## config.mk

```make
export PLATFORM = sky130hd
export DESIGN_NAME = rc_pulse_deadzone_filter_top
export DESIGN_NICKNAME = d
export VERILOG_FILES = /design/src/hw/rtl/rpdf_pkg.sv /design/src/hw/rtl/rpdf_divider.sv /design/src/hw/rtl/rpdf_datapath.sv /design/src/hw/rtl/rpdf_ctrl.sv /design/src/hw/rtl/rc_pulse_deadzone_filter_top.sv
export SDC_FILE = /design/constraint.sdc
export NUM_CORES = 1
export LEC_CHECK = 0
export ABC_CLOCK_PERIOD_IN_PS = 6520
export BUFFER_PORTS_ARGS = -buffer_cell sky130_fd_sc_hd__buf_4
export CAP_MARGIN = 20
export CORE_MARGIN = 2
export CORE_UTILIZATION = 25
export DETAILED_ROUTE_END_ITERATION = 6
export GPL_ROUTABILITY_DRIVEN = 0
export PLACE_DENSITY = 0.4
export SETUP_SLACK_MARGIN = 0.4
export SLEW_MARGIN = 20
export SYNTH_ARGS = -nofsm -noshare
export SYNTH_HDL_FRONTEND = slang
export SYNTH_SLANG_ARGS = --single-unit
```

## constraint.sdc

```tcl
create_clock -name clk_i -period 6.52 [get_ports clk_i]
set_input_delay 1.63 -clock clk_i [delete_from_list [all_inputs] [get_ports clk_i]]
set_output_delay 1.63 -clock clk_i [all_outputs]
set_load 0.005 [all_outputs]
```

## src/hw/rtl/rpdf_pkg.sv

```systemverilog
// Shared types, constants and register codes for the RC pulse deadzone filter.
package rpdf_pkg;

  // Field widths
  localparam int unsigned PulseW   = 16;
  localparam int unsigned LevelW   = 11;
  localparam int unsigned CfgIdxW  = 3;
  localparam int unsigned CfgDataW = 12;

  // Serial divider geometry
  localparam int unsigned DivDendW  = 22;
  localparam int unsigned DivSorW   = 10;
  localparam int unsigned CntW      = 5;
  localparam int unsigned ShapeSteps  = 22;
  localparam int unsigned SmoothSteps = 15;

  // Register indexes
  localparam logic [CfgIdxW-1:0] CfgDeadzone  = 3'd0;
  localparam logic [CfgIdxW-1:0] CfgWeight    = 3'd1;
  localparam logic [CfgIdxW-1:0] CfgFwdMin    = 3'd2;
  localparam logic [CfgIdxW-1:0] CfgTurnMin   = 3'd3;
  localparam logic [CfgIdxW-1:0] CfgPulseMax  = 3'd4;
  localparam logic [CfgIdxW-1:0] CfgLostLevel = 3'd5;

  // Register reset values
  localparam logic [8:0]        DeadzoneRst  = 9'd50;
  localparam logic [3:0]        WeightRst    = 4'd5;
  localparam logic [11:0]       FwdMinRst    = 12'd950;
  localparam logic [11:0]       TurnMinRst   = 12'd920;
  localparam logic [11:0]       PulseMaxRst  = 12'd2050;
  localparam logic [LevelW-1:0] LostLevelRst = 11'd500;
  localparam logic [LevelW-1:0] AverageRst   = 11'd1500;

  // Shaping constants
  localparam logic [8:0]        DeadzoneCap = 9'd400;
  localparam logic [LevelW-1:0] OutLow      = 11'd1000;
  localparam logic [LevelW-1:0] OutHigh     = 11'd2000;

  // Controller state codes
  localparam int unsigned StateW = 3;
  localparam logic [StateW-1:0] StIdle   = 3'd0;
  localparam logic [StateW-1:0] StCenter = 3'd1;
  localparam logic [StateW-1:0] StLoad1  = 3'd2;
  localparam logic [StateW-1:0] StDiv1   = 3'd3;
  localparam logic [StateW-1:0] StLoad2  = 3'd4;
  localparam logic [StateW-1:0] StDiv2   = 3'd5;
  localparam logic [StateW-1:0] StFinish = 3'd6;

  typedef struct packed {
    logic [PulseW-1:0] fwd_pulse_us;
    logic [PulseW-1:0] turn_pulse_us;
  } in_word_t;

  typedef struct packed {
    logic              accepted;
    logic [LevelW-1:0] fwd_level;
    logic [LevelW-1:0] turn_level;
    logic              signal_lost;
  } out_word_t;

  // Controller to datapath
  typedef struct packed {
    logic capture;
    logic center;
    logic load_shape;
    logic load_smooth;
    logic div_step;
    logic commit;
  } dp_cmd_t;

  // Datapath to controller
  typedef struct packed {
    logic ok;
    logic out_free;
  } dp_status_t;

endpackage

```

## src/hw/rtl/rpdf_divider.sv

```systemverilog
// Restoring serial divider, one quotient bit per step.
module rpdf_divider (
  input  logic                           clk_i,
  input  logic                           load_i,
  input  logic                           step_i,
  input  logic [rpdf_pkg::DivDendW-1:0]  dividend_i,
  input  logic [rpdf_pkg::DivSorW-1:0]   divisor_i,
  output logic [rpdf_pkg::DivDendW-1:0]  quot_o
);

  logic [rpdf_pkg::DivDendW-1:0] q_q, q_d;
  logic [rpdf_pkg::DivSorW-1:0]  r_q, r_d;
  logic [rpdf_pkg::DivSorW-1:0]  sor_q, sor_d;
  logic [rpdf_pkg::DivSorW:0]    trial;
  logic                          fits;

  // Shift the next dividend bit into the partial remainder
  assign trial = {r_q, q_q[rpdf_pkg::DivDendW-1]};
  assign fits  = trial >= {1'b0, sor_q};

  always_comb begin
    q_d   = q_q;
    r_d   = r_q;
    sor_d = sor_q;
    if (load_i) begin
      q_d   = dividend_i;
      r_d   = '0;
      sor_d = divisor_i;
    end else if (step_i) begin
      q_d = {q_q[rpdf_pkg::DivDendW-2:0], fits};
      if (fits) begin
        r_d = rpdf_pkg::DivSorW'(trial - {1'b0, sor_q});
      end else begin
        r_d = trial[rpdf_pkg::DivSorW-1:0];
      end
    end
  end

  always_ff @(posedge clk_i) begin
    q_q   <= q_d;
    r_q   <= r_d;
    sor_q <= sor_d;
  end

  assign quot_o = q_q;

endmodule

```

## src/hw/rtl/rpdf_datapath.sv

```systemverilog
// Datapath: config registers, pulse shaping, dividers, averages, output register.
module rpdf_datapath (
  input  logic                           clk_i,
  input  logic                           rst_ni,
  input  logic                           cfg_we_i,
  input  logic [rpdf_pkg::CfgIdxW-1:0]   cfg_idx_i,
  input  logic [rpdf_pkg::CfgDataW-1:0]  cfg_wdata_i,
  input  rpdf_pkg::in_word_t             in_word_i,
  input  logic                           out_stall_i,
  output logic                           out_valid_o,
  output rpdf_pkg::out_word_t            out_word_o,
  input  rpdf_pkg::dp_cmd_t              cmd_i,
  output rpdf_pkg::dp_status_t           status_o
);

  // Config registers
  logic [8:0]                  deadzone_q;
  logic [3:0]                  weight_q;
  logic [11:0]                 fwd_min_q, turn_min_q, pulse_max_q;
  logic [rpdf_pkg::LevelW-1:0] lost_q;

  always_ff @(posedge clk_i or negedge rst_ni) begin
    if (!rst_ni) begin
      deadzone_q  <= rpdf_pkg::DeadzoneRst;
      weight_q    <= rpdf_pkg::WeightRst;
      fwd_min_q   <= rpdf_pkg::FwdMinRst;
      turn_min_q  <= rpdf_pkg::TurnMinRst;
      pulse_max_q <= rpdf_pkg::PulseMaxRst;
      lost_q      <= rpdf_pkg::LostLevelRst;
    end else if (cfg_we_i) begin
      unique case (cfg_idx_i)
        rpdf_pkg::CfgDeadzone:  deadzone_q  <= cfg_wdata_i[8:0];
        rpdf_pkg::CfgWeight:    weight_q    <= cfg_wdata_i[3:0];
        rpdf_pkg::CfgFwdMin:    fwd_min_q   <= cfg_wdata_i;
        rpdf_pkg::CfgTurnMin:   turn_min_q  <= cfg_wdata_i;
        rpdf_pkg::CfgPulseMax:  pulse_max_q <= cfg_wdata_i;
        rpdf_pkg::CfgLostLevel: lost_q      <= cfg_wdata_i[rpdf_pkg::LevelW-1:0];
        default: ;
      endcase
    end
  end

  // Centered, deadzone-removed pulse, offset so the low end of the span is zero
  function automatic logic signed [12:0] span_offset(logic [11:0] pulse, logic [8:0] dz);
    logic signed [12:0] p;
    logic signed [12:0] dzs;
    logic signed [12:0] res;
    p   = $signed({1'b0, pulse}) - 13'sd1500;
    dzs = $signed({4'b0, dz});
    if (p > dzs) begin
      res = p - dzs;
    end else if (p < -dzs) begin
      res = p + dzs;
    end else begin
      res = '0;
    end
    return res + 13'sd500 - dzs;
  endfunction

  // Captured word and per-frame registers
  rpdf_pkg::in_word_t    word_q;
  logic                  ok_q;
  logic signed [12:0]    fx_q, tx_q;
  logic [8:0]            dz;
  logic                  win_ok;

  assign dz = (deadzone_q > rpdf_pkg::DeadzoneCap) ? rpdf_pkg::DeadzoneCap : deadzone_q;

  // Both windows checked on the full 16-bit pulse
  assign win_ok = (word_q.fwd_pulse_us  >= {4'b0, fwd_min_q})  &&
                  (word_q.fwd_pulse_us  <= {4'b0, pulse_max_q}) &&
                  (word_q.turn_pulse_us >= {4'b0, turn_min_q}) &&
                  (word_q.turn_pulse_us <= {4'b0, pulse_max_q});

  always_ff @(posedge clk_i) begin
    if (cmd_i.capture) begin
      word_q <= in_word_i;
    end
    if (cmd_i.center) begin
      ok_q <= win_ok;
      fx_q <= span_offset(word_q.fwd_pulse_us[11:0], dz);
      tx_q <= span_offset(word_q.turn_pulse_us[11:0], dz);
    end
  end

  // Divider operands
  logic [rpdf_pkg::DivSorW-1:0]   span;
  logic [rpdf_pkg::DivDendW-1:0]  f_scaled, t_scaled;
  logic [rpdf_pkg::DivDendW-1:0]  f_quot, t_quot;
  logic [rpdf_pkg::LevelW-1:0]    f_fresh, t_fresh;
  logic [14:0]                    f_sum, t_sum;
  logic [4:0]                     wdiv;
  logic [rpdf_pkg::DivDendW-1:0]  f_dend, t_dend;
  logic [rpdf_pkg::DivSorW-1:0]   f_sor, t_sor;
  logic                           div_load;
  logic [rpdf_pkg::LevelW-1:0]    fwd_avg_q, turn_avg_q;

  assign span     = 10'd1000 - {dz, 1'b0};
  // Non-positive offsets scale to zero, which clamps to the low end
  assign f_scaled = (fx_q > 13'sd0) ? {10'b0, fx_q[11:0]} * 22'd1000 : '0;
  assign t_scaled = (tx_q > 13'sd0) ? {10'b0, tx_q[11:0]} * 22'd1000 : '0;

  // Rescaled sample, clamped to the top of the range
  assign f_fresh = (f_quot > 22'd1000) ? rpdf_pkg::OutHigh
                                       : rpdf_pkg::OutLow + {1'b0, f_quot[9:0]};
  assign t_fresh = (t_quot > 22'd1000) ? rpdf_pkg::OutHigh
                                       : rpdf_pkg::OutLow + {1'b0, t_quot[9:0]};

  // Weighted sum for the running average
  assign f_sum = {4'b0, fwd_avg_q}  + ({4'b0, f_fresh} * {11'b0, weight_q});
  assign t_sum = {4'b0, turn_avg_q} + ({4'b0, t_fresh} * {11'b0, weight_q});
  assign wdiv  = {1'b0, weight_q} + 5'd1;

  always_comb begin
    f_dend = f_scaled;
    t_dend = t_scaled;
    f_sor  = span;
    t_sor  = span;
    if (cmd_i.load_smooth) begin
      f_dend = {f_sum, 7'b0};
      t_dend = {t_sum, 7'b0};
      f_sor  = {5'b0, wdiv};
      t_sor  = {5'b0, wdiv};
    end
  end

  assign div_load = cmd_i.load_shape | cmd_i.load_smooth;

  rpdf_divider u_div_fwd (
    .clk_i      (clk_i),
    .load_i     (div_load),
    .step_i     (cmd_i.div_step),
    .dividend_i (f_dend),
    .divisor_i  (f_sor),
    .quot_o     (f_quot)
  );

  rpdf_divider u_div_turn (
    .clk_i      (clk_i),
    .load_i     (div_load),
    .step_i     (cmd_i.div_step),
    .dividend_i (t_dend),
    .divisor_i  (t_sor),
    .quot_o     (t_quot)
  );

  // New averages: smoothed quotient on an accepted frame, held otherwise
  logic [rpdf_pkg::LevelW-1:0] fwd_avg_d, turn_avg_d;

  assign fwd_avg_d  = ok_q ? f_quot[rpdf_pkg::LevelW-1:0] : fwd_avg_q;
  assign turn_avg_d = ok_q ? t_quot[rpdf_pkg::LevelW-1:0] : turn_avg_q;

  always_ff @(posedge clk_i or negedge rst_ni) begin
    if (!rst_ni) begin
      fwd_avg_q  <= rpdf_pkg::AverageRst;
      turn_avg_q <= rpdf_pkg::AverageRst;
    end else if (cmd_i.commit) begin
      fwd_avg_q  <= fwd_avg_d;
      turn_avg_q <= turn_avg_d;
    end
  end

  // Output register
  logic                out_valid_q;
  rpdf_pkg::out_word_t out_word_q;

  always_ff @(posedge clk_i or negedge rst_ni) begin
    if (!rst_ni) begin
      out_valid_q <= 1'b0;
    end else if (cmd_i.commit) begin
      out_valid_q <= 1'b1;
    end else if (!out_stall_i) begin
      out_valid_q <= 1'b0;
    end
  end

  always_ff @(posedge clk_i) begin
    if (cmd_i.commit) begin
      out_word_q.accepted    <= ok_q;
      out_word_q.fwd_level   <= fwd_avg_d;
      out_word_q.turn_level  <= turn_avg_d;
      out_word_q.signal_lost <= (fwd_avg_d < lost_q) || (turn_avg_d < lost_q);
    end
  end

  assign out_valid_o       = out_valid_q;
  assign out_word_o        = out_word_q;
  assign status_o.ok       = ok_q;
  assign status_o.out_free = !out_valid_q || !out_stall_i;

endmodule

```

## src/hw/rtl/rpdf_ctrl.sv

```systemverilog
// Controller state machine: sequences capture, shaping divide, smoothing divide, commit.
module rpdf_ctrl (
  input  logic                  clk_i,
  input  logic                  rst_ni,
  input  logic                  in_valid_i,
  output logic                  in_stall_o,
  input  rpdf_pkg::dp_status_t  status_i,
  output rpdf_pkg::dp_cmd_t     cmd_o
);

  logic [rpdf_pkg::StateW-1:0] state_q, state_d;
  logic [rpdf_pkg::CntW-1:0]   cnt_q, cnt_d;

  always_comb begin
    state_d = state_q;
    cnt_d   = cnt_q;
    cmd_o   = '0;
    unique case (state_q)
      rpdf_pkg::StIdle: begin
        if (in_valid_i) begin
          cmd_o.capture = 1'b1;
          state_d       = rpdf_pkg::StCenter;
        end
      end
      rpdf_pkg::StCenter: begin
        cmd_o.center = 1'b1;
        state_d      = rpdf_pkg::StLoad1;
      end
      rpdf_pkg::StLoad1: begin
        // rejected frames skip both divides
        if (status_i.ok) begin
          cmd_o.load_shape = 1'b1;
          cnt_d            = '0;
          state_d          = rpdf_pkg::StDiv1;
        end else begin
          state_d = rpdf_pkg::StFinish;
        end
      end
      rpdf_pkg::StDiv1: begin
        cmd_o.div_step = 1'b1;
        cnt_d          = cnt_q + 1'b1;
        if (cnt_q == rpdf_pkg::CntW'(rpdf_pkg::ShapeSteps - 1)) begin
          state_d = rpdf_pkg::StLoad2;
        end
      end
      rpdf_pkg::StLoad2: begin
        cmd_o.load_smooth = 1'b1;
        cnt_d             = '0;
        state_d           = rpdf_pkg::StDiv2;
      end
      rpdf_pkg::StDiv2: begin
        cmd_o.div_step = 1'b1;
        cnt_d          = cnt_q + 1'b1;
        if (cnt_q == rpdf_pkg::CntW'(rpdf_pkg::SmoothSteps - 1)) begin
          state_d = rpdf_pkg::StFinish;
        end
      end
      rpdf_pkg::StFinish: begin
        // wait for room in the output register
        if (status_i.out_free) begin
          cmd_o.commit = 1'b1;
          state_d      = rpdf_pkg::StIdle;
        end
      end
      default: begin
        state_d = rpdf_pkg::StIdle;
      end
    endcase
  end

  always_ff @(posedge clk_i or negedge rst_ni) begin
    if (!rst_ni) begin
      state_q <= rpdf_pkg::StIdle;
      cnt_q   <= '0;
    end else begin
      state_q <= state_d;
      cnt_q   <= cnt_d;
    end
  end

  assign in_stall_o = (state_q != rpdf_pkg::StIdle);

endmodule

```

## src/hw/rtl/rc_pulse_deadzone_filter_top.sv

```systemverilog
// Top level of the RC pulse deadzone and smoothing filter.
//
//   channel  direction  handshake                   word
//   in       input      in_valid_i / in_stall_o     in_word_i  (fwd, turn pulse widths)
//   out      output     out_valid_o / out_stall_i   out_word_o (accepted, levels, lost)
//   cfg      input      cfg_we_i, cfg_idx_i         cfg_wdata_i
//
// An accepted frame runs the 22-step shaping divide and the 15-step smoothing
// divide, each run on two one-bit-per-cycle dividers (one per channel). A
// rejected frame skips both divides. The input stays stalled until the frame commits.
// Reset restores the register defaults and centers both averages at 1500.
// The output register holds one word; while it is stalled, a finished frame
// waits in the controller and the input stays stalled.
module rc_pulse_deadzone_filter_top (
  input  logic                           clk_i,
  input  logic                           rst_ni,
  input  logic                           cfg_we_i,
  input  logic [rpdf_pkg::CfgIdxW-1:0]   cfg_idx_i,
  input  logic [rpdf_pkg::CfgDataW-1:0]  cfg_wdata_i,
  input  logic                           in_valid_i,
  output logic                           in_stall_o,
  input  rpdf_pkg::in_word_t             in_word_i,
  output logic                           out_valid_o,
  input  logic                           out_stall_i,
  output rpdf_pkg::out_word_t            out_word_o
);

  rpdf_pkg::dp_cmd_t    cmd;
  rpdf_pkg::dp_status_t status;

  rpdf_ctrl u_ctrl (
    .clk_i      (clk_i),
    .rst_ni     (rst_ni),
    .in_valid_i (in_valid_i),
    .in_stall_o (in_stall_o),
    .status_i   (status),
    .cmd_o      (cmd)
  );

  rpdf_datapath u_datapath (
    .clk_i       (clk_i),
    .rst_ni      (rst_ni),
    .cfg_we_i    (cfg_we_i),
    .cfg_idx_i   (cfg_idx_i),
    .cfg_wdata_i (cfg_wdata_i),
    .in_word_i   (in_word_i),
    .out_stall_i (out_stall_i),
    .out_valid_o (out_valid_o),
    .out_word_o  (out_word_o),
    .cmd_i       (cmd),
    .status_o    (status)
  );

endmodule
```

Word-level counts from Yosys, hierarchy flattened
Index checks and enable logic that the tools add are counted.

Bits in registers: 248. Input port bits: 52. Output and inout bits: 26. Logic and storage cells: 149.

Add/sub/neg operators: 20. Multipliers: 4. $lt $le $gt $ge: 17. Eq/ne operators: 19. Muxes and demuxes: 41. Bitwise gates (word level): 1. Reduce and logical (&&, ||, !) cells: 21.

Operators with widths (count): $mux 22 (8); $mux 13 (6); $sub 13x10->13 (4); $gt 22x10->1 const B (2); $mux 11 (4); $mul 12x7->19 const B (2); $ge 16x12->1 (2); $le 16x12->1 (2); $add 11x15->15 (2); $mul 11x4->15 (2); $add 13x10->13 (2); $add 13x10->13 const B (2); $gt 13x1->1 const B (2); $gt 13x10->1 (2); $lt 13x13->1 (2); $sub 12x11->13 const B (2); $add 10x10->11 const A (2); $ge 11x10->1 (2); $lt 11x11->1 (2); $pmux 3 s7 (1); $mux 10 (2); $sub 10x10->10 (2); $eq 3x3->1 const B (5); $mux 3 (5); 25 further kinds (56).

Depth between registers and ports, before layout
Gate-level depths: netlist of run 1.

Depth after elaboration: 9. Depth in mapped cells: 33. Mapped depth without buffers: 30.

By module
Synthesis of run 1 repeated with hierarchy kept, for this count alone.

Cells, all modules: 2480. Area, all modules: 24402.2 um^2.

Modules (own cells, without submodules): rpdf_datapath (instances 1, cells each 2076, area each 19523.7 um^2, seq. area each 4618.2 um^2); rpdf_divider (instances 2, cells each 171, area each 2158.3 um^2, seq. area each 1161.1 um^2); rpdf_ctrl (instances 1, cells each 62, area each 561.8 um^2, seq. area each 200.2 um^2).

Worst setup path before layout of run 1
No wires, ideal clock.

Path kind: reg2reg. Start point: reg u_datapath.deadzone_q[3]. End point: reg u_datapath.tx_q[12] (data pin). Setup time: 268 ps. Data arrival time: 6413 ps. Data required time: 6252 ps. Slack: -161 ps. Cell stages (with the launch flop): 33. Path buffers: 3. Period minus slack after synthesis: 6681 ps. Cells stage by stage: dfrtp_1 > buf_6 > or4_4 > buf_6 > a211o_2 > nand3_1 > nand2_1 > ha_1 > a22o_1 > a31oi_1 > ha_1 > or3_1 > o21ai_0 > a21oi_1 > a21oi_1 > o21ai_0 > a221oi_1 > and2_1 > buf_2 > a221o_1 > o21ai_0 > ha_1 > inv_1 > ha_1 > a211oi_1 > nor2_1 > o211ai_1 > a21oi_1 > nor2_1 > nor2b_1 > o21a_1 > o41ai_1 > xnor3_1.

Cells in the longest elaborated chain, start to end: 9. Elaborated cells between the ends (all ways): 12. Classes of those cells: add/sub (5); order compare (3); mux (4).

RTL lines: from (decl) (RTL line rpdf_datapath.sv:17) `logic [8:0] deadzone_q;`; from (signal assigned) (RTL line rpdf_datapath.sv:24) `deadzone_q <= rpdf_pkg::DeadzoneRst;`; from (signal assigned) (RTL line rpdf_datapath.sv:32) `rpdf_pkg::CfgDeadzone: deadzone_q <= cfg_wdata_i[8:0];`; $gt 9x9->1 (RTL line rpdf_datapath.sv:67) `assign dz = (deadzone_q > rpdf_pkg::DeadzoneCap) ? rpdf_pkg::DeadzoneCap : deadzone_q;`; $mux 9 (*) (RTL line rpdf_datapath.sv:67); $neg 9->13 (RTL line rpdf_datapath.sv:52) `end else if (p < -dzs) begin`; $lt 13x13->1 (RTL line rpdf_datapath.sv:52); $mux 13 (RTL line rpdf_datapath.sv:52); $mux 13 (RTL line rpdf_datapath.sv:50) `if (p > dzs) begin`; $mux 13 (RTL line rpdf_datapath.sv:79) `if (cmd_i.center) begin`; $add 13x10->13 (RTL line rpdf_datapath.sv:57) `return res + 13'sd500 - dzs;`; $sub 13x10->13 (*) (RTL line rpdf_datapath.sv:57); to (signal assigned) (RTL line rpdf_datapath.sv:82) `tx_q <= span_offset(word_q.turn_pulse_us[11:0], dz);`; to (decl) (RTL line rpdf_datapath.sv:63) `logic signed [12:0] fx_q, tx_q;`.

Every way passes the cells marked *; elsewhere a longest branch is shown, timed or not. The select of a mux whose other input is x is not followed. A chain may end at the register's enable or synchronous reset.

Worst setup path in the final report of run 1
Start point: reg u_datapath.deadzone_q[2]. End point: reg u_datapath.tx_q[12] (data pin).

Same word-level chain as after synthesis.

==> reports/qor.yml, run 1 <==
cells_and_area:
  stdcell_count: 3909
  fill_cells: 10000
  fin_nets: 3149
  drive_above_1_share: 0.164
  post-route-util: 0.296
  seq_area_um2: 6840
  final_common_cell: "ha_1"
  area_growth_syn_to_layout_pct: 17.6
  final_cell_mix: "322 x ha_1, 298 x inv_1, 176 x nor2_1"
  multi_input_area_um2: 16200
  diodes: 0
clock_network:
  cts.sinks: 248
  cts_tree: "done"
  cts_max_level: 1
  insertion_delay_ps: 610
  clk_path_buf_depth: 3
  clockRootBuffer: "clkbuf_16"
  path_clk_slew_ps: 60
  cts_buffers: 31
floorplanning:
  io_pins: 78
  core.rowCount: 113
  start_util: 0.252
  die-area_um2: 98200
  die_y_um: 313
  core-area_um2: 95000
  die_x_um: 313
timing:
  setup_viol: 0
  slew_headroom: 0.268
  finalCriticalPeriod_ps: 6140
  rsz0062_at_grt: "yes"
  fmax_ghz: 0.163
  worst_pin_slew_ps: 1090
  period_share: 0.942
  hold_viol: 0
  drv_slew: 0
  skew_ps: 30.7
placement:
  port_buffers: 77
  hpwl_um: 57100
  placed_cells: 3811
flow_run:
  maxCapViolCount: 0
route:
  drt_wl_total_um: 71600
  ant_nets: 0
  detail_route.wl_per_cell_um: 18.3
  vias: 18500
  drcViolationCount: 0
  drt-vias-per-instance: 4.74
  drt_iter0_markers: 1076
  dr.pass1.iters: 5
synthesis:
  synth_cell_types: 90
  syn_avg_cell_area_um2: 9.66
  synth_async_sr_flop_share: 0.367
  synth-main-ff-cell: "edfxtp_1"
  synth_nets: 3009
  synth_seq_cells: 248
  yosysSeqAreaShare: 0.286
  synthCells: 2479
  synth_edf_count: 137
  syn-cell-area_um2: 23900
  ys_warn_count: 0
grt:
  grt_max_degree: 51
  grtUsageTotal: 0.143
  antenna_found_initial: 2
  grt_overflow: 0
  grt_pass1_vias: 19400
  grt_pass1_wl_um: 111000
worst_setup_path:
  required_ps: 6870
  crit_path_end_kind: "flop"
  path_class: "flop to flop"
  rrSetupSlack_ps: 380
  cp_slowest_cell: "or4_4"
  start_kind: "flop"
  cpPeakStageDelay_ps: 530
  critPathMaxFanout: 4
  critPathArrivalTime_ps: 6490
min_path:
  hold_path_class: "flop to flop"
outcome:
  status: "completed"
[routing by layer]
metal	wire, µm	part of all wire	vias to the layer above	track usage
met2	34600	0.48	310	0.247
met1	33500	0.47	9161	0.193
li1	-	-	8980	-
met4	1440	0.020	0	0.0281
met3	2150	0.030	83	0.0152
met5	0	0	-	0
[registers in the layout (all words and copies together) (netlist names)]
| name | flops |
|---|---|
| u_datapath.out_word_o | 24 |
| u_datapath.weight_q | 4 |
| u_ctrl.state_q | 3 |
| u_datapath.u_div_fwd.quot_o | 22 |
| u_datapath.out_valid_o | 1 |
| u_datapath.turn_avg_q | 11 |
| u_datapath.deadzone_q | 9 |
| u_datapath.u_div_turn.quot_o | 22 |
| u_datapath.fwd_min_q | 12 |
| u_datapath.fx_q | 13 |
| u_datapath.u_div_turn.r_q | 10 |
| u_datapath.turn_min_q | 12 |
| u_datapath.word_q | 32 |
| u_datapath.u_div_fwd.sor_q | 10 |
| u_ctrl.cnt_q | 5 |
| u_datapath.lost_q | 11 |
| u_datapath.ok_q | 1 |
| u_datapath.pulse_max_q | 12 |
| u_datapath.fwd_avg_q | 11 |
| u_datapath.u_div_fwd.r_q | 10 |
| u_datapath.tx_q | 13 |
[cell usage after synthesis, drive strengths merged (13+ instances only)]
master | instances | area [µm²]
edfxtp | 137 | 4110
o211ai | 13 | 97.6
fa | 140 | 2800
dfstp | 39 | 1020
inv | 302 | 1130
or3 | 16 | 101
and3 | 27 | 169
a21oi | 101 | 509
o31ai | 14 | 105
a211oi | 14 | 105
nand2b | 23 | 144
o21a | 18 | 135
a21o | 54 | 408
nor2 | 179 | 672
xor2 | 39 | 342
o21ai | 158 | 791
ha | 338 | 4230
and2 | 41 | 260
dfrtp | 52 | 1300
dfxtp | 20 | 400
mux2 | 63 | 713
xnor2 | 78 | 691
nor2b | 50 | 313
nor3 | 44 | 220
a221oi | 22 | 193
clkbuf | 56 | 220
o221ai | 13 | 114
nand2 | 179 | 672
buf | 13 | 92.6
nand4 | 16 | 100
nand3 | 38 | 190
[critical path, delay by kind of cell (launching register included)]
family,cells,cell delay [ps]
AO/OA/AOI/OAI,15,2600
XOR/XNOR,1,270
adder cells (fa/ha/maj),4,1000
buffers and inverters,1,160
flip-flops,1,380
AND/OR/NAND/NOR,8,1460
[path summary, 6_finish.rpt]
path                       cells past startpoint                    startpoint                      endpoint
setup reg to reg                              29      u_datapath.deadzone_q[2]           u_datapath.tx_q[12]
hold / removal                                 1  u_datapath.u_div_turn.r_q[9]  u_datapath.u_div_turn.r_q[9]
max in group asynchronous                      2                        rst_ni       u_datapath.fwd_avg_q[5]
setup / recovery                              29      u_datapath.deadzone_q[2]           u_datapath.tx_q[12]
min in group asynchronous                      1                        rst_ni       u_datapath.fwd_min_q[6]
hold reg to reg                                1  u_datapath.u_div_turn.r_q[9]  u_datapath.u_div_turn.r_q[9]
[kinds of logic (layout without fill, tap and decap cells)]
kind of cell	Yosys count	count (layout)	share of synthesized area
simple gates	658	660	0.133
compound gates	529	529	0.147
fa+ha+maj	478	478	0.294
buf+inv	373	536	0.0617
flops	248	248	0.286
xor+xnor	118	118	0.0441
mux	75	75	0.0348
[per-stage QoR]
step                      setup TNS (ps)  hold WS, ps  setup slack (ps)  instance area [µm²]
final                                  0          480               378                28200
after CTS                              0          480               410                27700
after floorplan                        0          424               330                24100
after detailed placement           -47.0          471             -43.9                26400
after global routing                   0          501               114                28200
after global placement                 0          460              26.9                26400
[final cells by class]
type,instances,area share
multi-input cells,1860,0.575
inverters,302,0.0403
flip-flops and latches,248,0.243
clock inverters,17,0.00844
well taps,1265,0.0562
repair buffers,176,0.0472
clock buffers,41,0.0303
[repair_timing]
item                       in CTS  in global routing
resized for setup              25                 49
buffers inserted               18                 20
pin swaps                      19                 46
setup endpoints to repair       9                 13
gates cloned                    0                  2
hold buffers                    0                  0
Power of run 1 is left out: the tool's default activity adds up to more than one toggle a clock period on the data nets, which glitch-free logic cannot reach.
==> inputs of run 2 (changes only) <==
--- a/config.mk
+++ b/config.mk
@@ -9,10 +9,10 @@
 export BUFFER_PORTS_ARGS = -buffer_cell sky130_fd_sc_hd__buf_4
 export CAP_MARGIN = 20
 export CORE_MARGIN = 2
-export CORE_UTILIZATION = 25
+export CORE_UTILIZATION = 55
 export DETAILED_ROUTE_END_ITERATION = 6
 export GPL_ROUTABILITY_DRIVEN = 0
-export PLACE_DENSITY = 0.4
+export PLACE_DENSITY = 0.75
 export SETUP_SLACK_MARGIN = 0.4
 export SLEW_MARGIN = 20
 export SYNTH_ARGS = -nofsm -noshare
==> run 2 against run 1 <==
Die area down 54%. Highest routed layer unchanged. Setup slack got worse by 180 ps. Critical path depth increased by 3. The run now ends with design-rule violations left. Register-to-register slack lost 180 ps. Routed wire length shrank 14%. Final cell count down 19%.
==> reports/qor.yml, run 2 (synthesis gave the netlist of run 1 again) <==
timing:
  hold_viol: 0  # unchanged
  period_share: 0.969  # was 0.942
  finalCriticalPeriod_ps: 6320  # was 6140 ps
  fmax_ghz: 0.158  # was 0.163 GHz
  drv_slew: 0  # unchanged
  rsz0062_at_grt: "yes"  # unchanged
  setup_viol: 0  # unchanged
  worst_pin_slew_ps: 1040  # was 1090 ps
  fin_setup_tns_ps: 0  # unchanged
  skew_ps: 25.3  # was 30.7 ps
  slew_headroom: 0.306  # was 0.268
placement:
  port_buffers: 77  # unchanged
  dpl_cell_area_um2: 25300  # was 26400 µm²
  hpwl_um: 48000  # was 57100 µm
cells_and_area:
  multi_input_area_um2: 16000  # was 16200 µm²
  area_growth_syn_to_layout_pct: 11.6  # was 17.6%
  fin_nets: 3109  # was 3149
  drive_above_1_share: 0.143  # was 0.164
  fill_cells: 3491  # was 10000
  largest_reg_flops: 32  # unchanged
  regMostFlops: "u_datapath.word_q"  # unchanged
  final_cell_mix: "329 x ha_1, 299 x inv_1, 175 x nand2_1"  # was 322 x ha_1, 298 x inv_1, 176 x nor2_1
  diodes: 0  # unchanged
  post-route-util: 0.622  # was 0.296
  final_common_cell: "ha_1"  # unchanged
  seq_area_um2: 6840  # unchanged
  fin_area_um2: 26700  # was 28200 µm²
route:
  detail_route.wl_per_cell_um: 19.3  # was 18.3 µm
  dr.pass1.iters: 7  # was 5
  drt-vias-per-instance: 5.95  # was 4.74
  ant_nets: 0  # unchanged
  vias: 19000  # was 18500
  drcViolationCount: 3  # was 0
  drt_iter0_markers: 1325  # was 1076
  drt_wl_total_um: 61300  # was 71600 µm
grt:
  grtUsageTotal: 0.271  # was 0.143
  grt_pass1_vias: 19200  # was 19400
  grt_max_degree: 79  # was 51
  antenna_found_initial: 0  # was 2
  grt_pass1_wl_um: 97100  # was 111000 µm
  grt_overflow: 0  # unchanged
clock_network:
  cts_buffers: 27  # was 31
  clockRootBuffer: "clkbuf_16"  # unchanged
  insertion_delay_ps: 590  # was 610 ps
  cts_tree: "done"  # unchanged
  clk_path_buf_depth: 3  # unchanged
  cts.sinks: 248  # unchanged
  cts_max_level: 1  # unchanged
  path_clk_slew_ps: 60  # about the same
min_path:
  hold_end: "u_datapath.u_div_fwd.r_q[9]"  # was u_datapath.u_div_turn.r_q[9]
  min_path_cells: 2  # was 1
  min_from: "u_datapath.u_div_fwd.r_q[9]"  # was u_datapath.u_div_turn.r_q[9]
  hold_path_class: "flop to flop"  # unchanged
worst_setup_path:
  r2r_cells: 32  # was 29
  cp_slowest_cell: "or4_4"  # unchanged
  critPathMaxFanout: 6  # was 4
  rrSetupSlack_ps: 200  # was 380 ps
  cpPeakStageDelay_ps: 540  # was 530 ps
  cpMostUsedCell: "a21oi_2"
  required_ps: 6840  # was 6870 ps
  path_class: "flop to flop"  # unchanged
  reg2reg_from: "u_datapath.deadzone_q[0]"  # was u_datapath.deadzone_q[2]
  r2r-end: "u_datapath.tx_q[11]"  # was u_datapath.tx_q[12]
  crit_path_end_kind: "flop"  # unchanged
  critPathArrivalTime_ps: 6650  # was 6490 ps
  start_kind: "flop"  # unchanged
outcome:
  violations: "design-rule violations"
  status: "finished with violations"  # was completed
floorplanning:
  core-area_um2: 43000  # was 95000 µm²
  core.rowCount: 76  # was 113
  die-area_um2: 45200  # was 98200 µm²
  start_util: 0.557  # was 0.252
  io_pins: 78  # unchanged
  die_y_um: 213  # was 313 µm
  die_x_um: 213  # was 313 µm
flow_run:
  maxCapViolCount: 0  # unchanged
[run 2: changes by cell type in the layout (fill, tap and decap cells not counted), moves of 3 or more]
cell,before,now
ha_4,16,8
ha_1,322,329
bufinv_16,5,2
buf_4,174,140
nand2_2,4,1
clkbuf_8,4,0
nand2_1,172,175
[run 2: per-layer routing]
metal | global-route usage | wire length [µm]
met1 | 0.340 | 25100
met2 | 0.476 | 30200
met3 | 0.0340 | 3410
met4 | 0.101 | 2590
met5 | 0 | 0
[run 2: layout make-up]
| cell class | count | share of cell area |
|---|---|---|
| multi-input combinational | 1859 | 0.600 |
| sequential | 248 | 0.256 |
| inverter | 302 | 0.0424 |
| timing repair buffer | 141 | 0.0397 |
| clock buffer | 37 | 0.0291 |
| tap | 585 | 0.0274 |
| clock inverter | 13 | 0.00515 |
[run 2: worst max-delay path by stage]
stage / from / end / slack [ps] / cells after the start
2_1_floorplan: u_datapath.deadzone_q[3] / u_datapath.tx_q[12] / 330 / 32
3_3_place_gp: u_datapath.deadzone_q[1] / u_datapath.tx_q[12] / 140 / 29
3_5_place_dp: u_datapath.deadzone_q[1] / u_datapath.tx_q[12] / -40 / 29
4_1_cts: u_datapath.deadzone_q[0] / u_datapath.tx_q[12] / 260 / 30
5_1_grt: u_datapath.deadzone_q[0] / u_datapath.tx_q[11] / -70 / 32
6_report: u_datapath.deadzone_q[0] / u_datapath.tx_q[11] / 200 / 32
[run 2: repair_timing]
action	in CTS	in global routing
pin swaps	13	49
gates resized for setup	22	33
endpoints found under the setup margin	10	14
hold buffers	0	0
setup buffers	11	17
gates cloned	0	1
[run 2: critical path, delay by kind of cell (launching register included)]
kind                     cells  cell delay (ps)
AO/OA/AOI/OAI               18             2820
XOR/XNOR                     1               90
adder cells (fa/ha/maj)      4             1110
buffers and inverters        4              500
flip-flops                   1              390
AND/OR/NAND/NOR              5             1150
[run 2: per-stage QoR]
step	cells	hold slack [ps]	setup slack [ps]
finish	3185	472	199
global route	3185	498	-74.7
CTS	3167	475	265
detailed placement	3106	466	-40.1
global placement	3106	455	136
floorplan	2479	424	330
Power of run 2 is left out for the same reason.
